--- config.mk ---
export PLATFORM = sky130hd
export DESIGN_NAME = fgpa_controller
export DESIGN_NICKNAME = d
export VERILOG_FILES = /design/src/hw/rtl/fgpa_pkg.sv /design/src/hw/rtl/fgpa_controller.sv
export SDC_FILE = /design/constraint.sdc
export NUM_CORES = 1
export LEC_CHECK = 0
export ABC_AREA = 1
export BUFFER_PORTS_ARGS = -buffer_cell sky130_fd_sc_hd__buf_2
export CAP_MARGIN = 0
export CELL_PAD_IN_SITES_DETAIL_PLACEMENT = 0
export CELL_PAD_IN_SITES_GLOBAL_PLACEMENT = 1
export CORE_AREA = 2 2 39 41
export DETAILED_ROUTE_END_ITERATION = 10
export DIE_AREA = 0 0 41 43
export GPL_ROUTABILITY_DRIVEN = 0
export PLACE_DENSITY_LB_ADDON = 0.1
export SYNTH_ARGS = -nofsm -noshare
export SYNTH_HDL_FRONTEND = slang
export SYNTH_SLANG_ARGS = --single-unit
export TNS_END_PERCENT = 5
--- constraint.sdc ---
create_clock -name clock -period 1.6 [get_ports clock]
set_input_delay 0.08 -clock clock [delete_from_list [all_inputs] [get_ports clock]]
set_output_delay 0.08 -clock clock [all_outputs]
set_load 0.05 [all_outputs]
--- src/hw/rtl/fgpa_pkg.sv ---
// Shared types and constants for the filtered group price aggregator.
// Used by the controller, the datapath and the top level.
package fgpa_pkg;

   localparam int NumGroupsDefault = 8;
   localparam logic [15:0] CutoffReset = 16'd10471;
   localparam logic [7:0] ScaleOne = 8'd100;
   localparam logic OpAccum = 1'b0;
   localparam logic OpFlush = 1'b1;

   // controller to datapath
   typedef struct packed {
      logic capture;    // latch the request into the datapath
      logic mul1;       // register price * (100 - discount)
      logic mul2;       // register discounted * (100 + tax)
      logic update;     // write the accumulators of the matched or newly taken slot
      logic emit_load;  // load the output register from the scan slot
      logic emit_empty; // load the empty-flush marker
      logic scan_next;  // step the flush scan
      logic clear;      // free all slots, clear the drop flag
   } cmd_type;

   // datapath to controller
   typedef struct packed {
      logic is_flush;
      logic in_window;
      logic scan_used;
      logic scan_done;
      logic any_emitted;
   } status_type;

endpackage

--- src/hw/rtl/fgpa_controller.sv ---
// Controller state machine: sequences accumulate and flush requests.
// Depends on fgpa_pkg.
module fgpa_controller (
   input  logic                 clock,
   input  logic                 reset,
   input  logic                 req_valid,
   output logic                 req_ready,
   output logic                 rsp_valid,
   input  logic                 rsp_ready,
   input  fgpa_pkg::status_type status,
   output fgpa_pkg::cmd_type    cmd
);
   import fgpa_pkg::*;

   localparam logic [2:0] StIdle = 3'd0;
   localparam logic [2:0] StDecode = 3'd1;
   localparam logic [2:0] StMul2 = 3'd2;
   localparam logic [2:0] StUpdate = 3'd3;
   localparam logic [2:0] StScan = 3'd4;
   localparam logic [2:0] StOut = 3'd5;

   logic [2:0] state_ff, state_in;
   logic       valid_ff, valid_in;

   assign req_ready = (state_ff == StIdle);
   assign rsp_valid = valid_ff;

   always_comb begin
      state_in = state_ff;
      valid_in = valid_ff;
      cmd = '0;
      unique case (state_ff)
         StIdle: begin
            if (req_valid) begin
               cmd.capture = 1'b1;
               state_in = StDecode;
            end
         end
         StDecode: begin
            if (status.is_flush) begin
               state_in = StScan;
            end else if (status.in_window) begin
               cmd.mul1 = 1'b1;
               state_in = StMul2;
            end else begin
               state_in = StIdle;
            end
         end
         StMul2: begin
            cmd.mul2 = 1'b1;
            state_in = StUpdate;
         end
         StUpdate: begin
            cmd.update = 1'b1;
            state_in = StIdle;
         end
         StScan: begin
            // skip free slots; emit a used one, the marker on an empty table, or clear at the end
            if (status.scan_done) begin
               if (status.any_emitted) begin
                  cmd.clear = 1'b1;
                  state_in = StIdle;
               end else begin
                  cmd.emit_empty = 1'b1;
                  valid_in = 1'b1;
                  state_in = StOut;
               end
            end else if (status.scan_used) begin
               cmd.emit_load = 1'b1;
               cmd.scan_next = 1'b1;
               valid_in = 1'b1;
               state_in = StOut;
            end else begin
               cmd.scan_next = 1'b1;
            end
         end
         StOut: begin
            if (rsp_ready) begin
               valid_in = 1'b0;
               // the empty marker ends the flush; clear once it has gone out
               if (status.scan_done && !status.any_emitted) begin
                  cmd.clear = 1'b1;
                  state_in = StIdle;
               end else begin
                  state_in = StScan;
               end
            end
         end
         default: state_in = StIdle;
      endcase
   end

   always_ff @(posedge clock) begin
      if (reset) begin
         state_ff <= StIdle;
         valid_ff <= 1'b0;
      end else begin
         state_ff <= state_in;
         valid_ff <= valid_in;
      end
   end

endmodule

==> After elaboration in Yosys (flattened, before gate mapping) <==
Index checks and enable logic that the tools add are counted.
{ "op_classes": {"n_reduce_logical": 6, "eq_ne": 9, "mux": 32} }
{ "op_table": {"columns": ["operator", "n"], "rows": [
  ["$mux W3", 8],
  ["$mux W1", 20],
  ["$pmux W3 S5", 1],
  ["$eq A3 B2 Y1 const B", 2],
  ["$eq A3 B3 Y1 const B", 2],
  ["$ne A3 B3 Y1 const B", 2],
  ["$ne A2 B2 Y1 const B", 2],
  ["$pmux W1 S2", 2],
  ["$reduce_and A4 Y1", 1],
  ["$eq A3 B1 Y1 const B", 1],
  ["$logic_not A3 Y1", 1],
  ["$reduce_and A3 Y1", 1],
  ["$mux W2", 1],
  ["$reduce_bool A2 Y1", 1],
  ["$logic_and A1 B1 Y1", 1],
  ["$logic_not A1 Y1", 1]
]} }
{ "word_totals": {"out_inout_bits": 10, "ff_bits": 4, "word_cells": 49, "in_bits": 9} }

==> Longest topological paths before layout <==
{ "logic_depth": {"word_depth": 5, "mapped_depth": 7, "depth_no_buf": 7} }

==> Worst setup path before layout <==
OpenSTA, ideal clock, no wires.
{ "synth_path": {"path_type": "flip-flop to output port", "startpoint": "register state_ff[2]", "endpoint": "output port cmd[3] (netlist name)", "n_path_buf": 0, "t_arrival_ns": 1.806, "path_slack_ns": -0.286, "stages_incl_launch_ff": 5, "t_required_ns": 1.520, "cell_sequence": "dfxtp_1 > inv_2 > nor2_4 > nand2_1 > nor3b_1"} }
{ "synth_rtl": {"columns": ["item", "line_no", "text"], "rows": [
  ["start, declared", "fgpa_controller.sv:22", "logic [2:0] state_ff, state_in;"],
  ["start signal, assigned", "fgpa_controller.sv:95", "state_ff <= StIdle;"],
  ["start signal, assigned", "fgpa_controller.sv:98", "state_ff <= state_in;"],
  ["end, declared", "fgpa_controller.sv:11", "output fgpa_pkg::cmd_type cmd"]
]} }

==> flow_summary.ini <==
[run_status]
status = finished clean

[min_path]
min_to = rsp_valid
min_from = reset
hp-class = in -> reg
min_path_cells = 2

[grt]
grt_pass1_wl_mm = 1.33
grt_max_degree = 8
grt_pass1_vias = 336
overflow = 0
global_route.usage.total_pct = 11.1
antenna_found_initial = 0

[yosys]
synthTopCellsByCount = 12 x nor2_1, 10 x nand2_1, 9 x inv_1
synth_top_cell_area_share_pct = 24.2
avgSynthCellArea_sq_um = 6.03
synth.most_common_cell = nor2_1
yosys.area.top_type = dfxtp_1
async_reset_ff_share_pct = 0
syn_nets = 64
synth_cell_types = 16
syn_area_sq_um = 332
ys_warn_count = 0
synth_edf_count = 0
syn-instance-count = 55
synthTopCellsByArea = dfxtp_1 24%, nor2_1 14%, nand2_1 11%
ys_ff_latch = 4
synthFlopType = dfxtp_1
seq_area_frac_synth_pct = 24.2

[power]
pwr-share-comb_pct = 65.8
pwr-share-seq_pct = 19.8
ir_worst_vdd_mv = 0.453
swShare_pct = 57.4
power_switching_uw = 484
powerDensity_nw_per_um2 = 1770
internal_power_uw = 360
p_clk_share_pct = 14.4
total_power_uw = 844
leakagePower_uw = 0.000263

[floorplan]
fp.dieArea_sq_um = 1760
core_area_sq_um = 1380
die_w_microns = 41
pin_count = 19
die_y_microns = 43
initial_core_util_pct = 24.0
row_count = 14

[worst_setup_path]
crit_path_start = state_ff[2]
cp-start-kind = flip-flop
worstPathRequired_ns = 1.52
critPathMaxFanout = 5
r2r-end = state_ff[0]
worstPathArrival_ns = 1.40
worstReg2RegStart = state_ff[2]
critical_path_class = reg -> out
cp-end-kind = output pin
ff2ff_path_depth = 7
ff2ff_setup_slack_ns = 0.49

[timing]
finalSetupViolCount = 0
worst_slew_pin_slew_ns = 0.296
post-route-period-util_pct = 92.4
grt_setup_unrepaired = no
slew_headroom_pct = 80.3
fin_setup_tns_ns = 0
clock_skew_ns = 0.00349
finalHoldViolCount = 0
worst_hold_slack_ns = 0.0426
timing.final.ws_setup_ns = 0.122
fin_crit_ns = 1.48
drv_slew = 0
max_freq_ghz = 0.677

[routing]
drtAntennaViolNets = 0
drt_iter0_markers = 5
routedWlPerCell_microns = 9.30
routed_wl_microns = 856
viasPerCell = 4.32
drc = 0
via_count = 397
drt_first_pass_iters = 3

[placement]
dp_slack_ns = 0.351
io_buffers = 18
dp_hpwl_microns = 723

[final_layout]
diodes = 0
fin_nets = 87
fill_cells = 167
drive_gt1_share_pct = 39.5
synthToLayoutAreaGrowth_pct = 43.8

[clock_network]
cts_sinks = 4
cts.repair.resized = 0
clk_pin_slew_ns = 0.04
htree_levels = 1
postCtsSetupBuffers = 0
insertion_delay_ns = 0.23
ctsRootBufferMaster = clkbuf_4
cts_tree = yes
ctsHoldBuffers = 0
numCtsBuffers = 3
clock_path_buffers = 2

[run]
drv_cap = 0
[worst max-delay path, stage by stage, from the launching register on]
cell     delay (ns)
dfxtp_1        0.40
inv_2          0.08
nor2_4         0.12
nand2_1        0.13
nor3b_2        0.16
buf_2          0.27
[through the flow]
stage / cells / cell area [sq um] / util [%]
CTS: 92 / 469 / 33.9
finish: 92 / 477 / 34.4
floorplan: 55 / 337 / -
global route: 92 / 477 / 34.4
detailed placement: 89 / 447 / 32.3
global placement: 89 / 447 / 32.3
[worst max path at each step]
stage | to | slack, ns
2_1_floorplan | cmd[0] | -0.24
3_3_place_gp | cmd[0] | 0.34
3_5_place_dp | cmd[0] | 0.35
4_1_cts | cmd[0] | 0.10
5_1_grt | cmd[3] | 0.02
6_report | cmd[3] | 0.12
[power by group through the flow]
stage	Combinational (uW)	Sequential, uW	Clock, uW
final	555	167	122
after detailed placement	551	168	0
after global placement	558	169	0
after floorplan	421	185	0
after global routing	604	173	141
after CTS	553	167	129
[placed cells by master (no fill, tap or decap), types with 2 or more instances in the layout]
| cell | count |
|---|---|
| o21ai_0 | 2 |
| nand3_1 | 4 |
| clkbuf_4 | 4 |
| buf_2 | 17 |
| nand3_2 | 3 |
| inv_1 | 9 |
| nor2_1 | 12 |
| nor3_1 | 2 |
| dfxtp_1 | 4 |
| nor3_2 | 2 |
| nand2_1 | 10 |
[cell families (layout without fill, tap and decap cells)]
kind of cell / Yosys count / count (layout) / synth area share [%]
and+or+nand+nor: 37 / 37 / 57.4
buffers and inverters: 10 / 31 / 11.3
AOI/OAI and AO/OA: 4 / 4 / 7.17
DFF: 4 / 4 / 24.2
[sequential cells by signal, summed over array words and instances, names as in the netlist]
signal,count
state_ff,3
rsp_valid,1
[per-layer routing]
| layer | up-vias | share of wire (%) | global-route usage (%) | wire length [microns] |
|---|---|---|---|---|
| met5 | - | 0 | 0 | 0 |
| met4 | 0 | 0 | 8.00 | 0 |
| met1 | 171 | 44 | 13.8 | 380 |
| li1 | 219 | - | - | - |
| met2 | 7 | 51 | 15.6 | 433 |
| met3 | 0 | 4.9 | 3.14 | 42 |
[area by class of cell]
class	count	area (sq um)	area share, %
Multi-Input combinational cell	41	224	47.0
Sequential cell	4	80.1	16.8
Tap cell	16	20.0	4.20
Clock buffer	3	22.5	4.72
Timing Repair Buffer	18	92.6	19.4
Inverter	10	37.5	7.87
No activity file was read; power rests on OpenSTA's default activity.
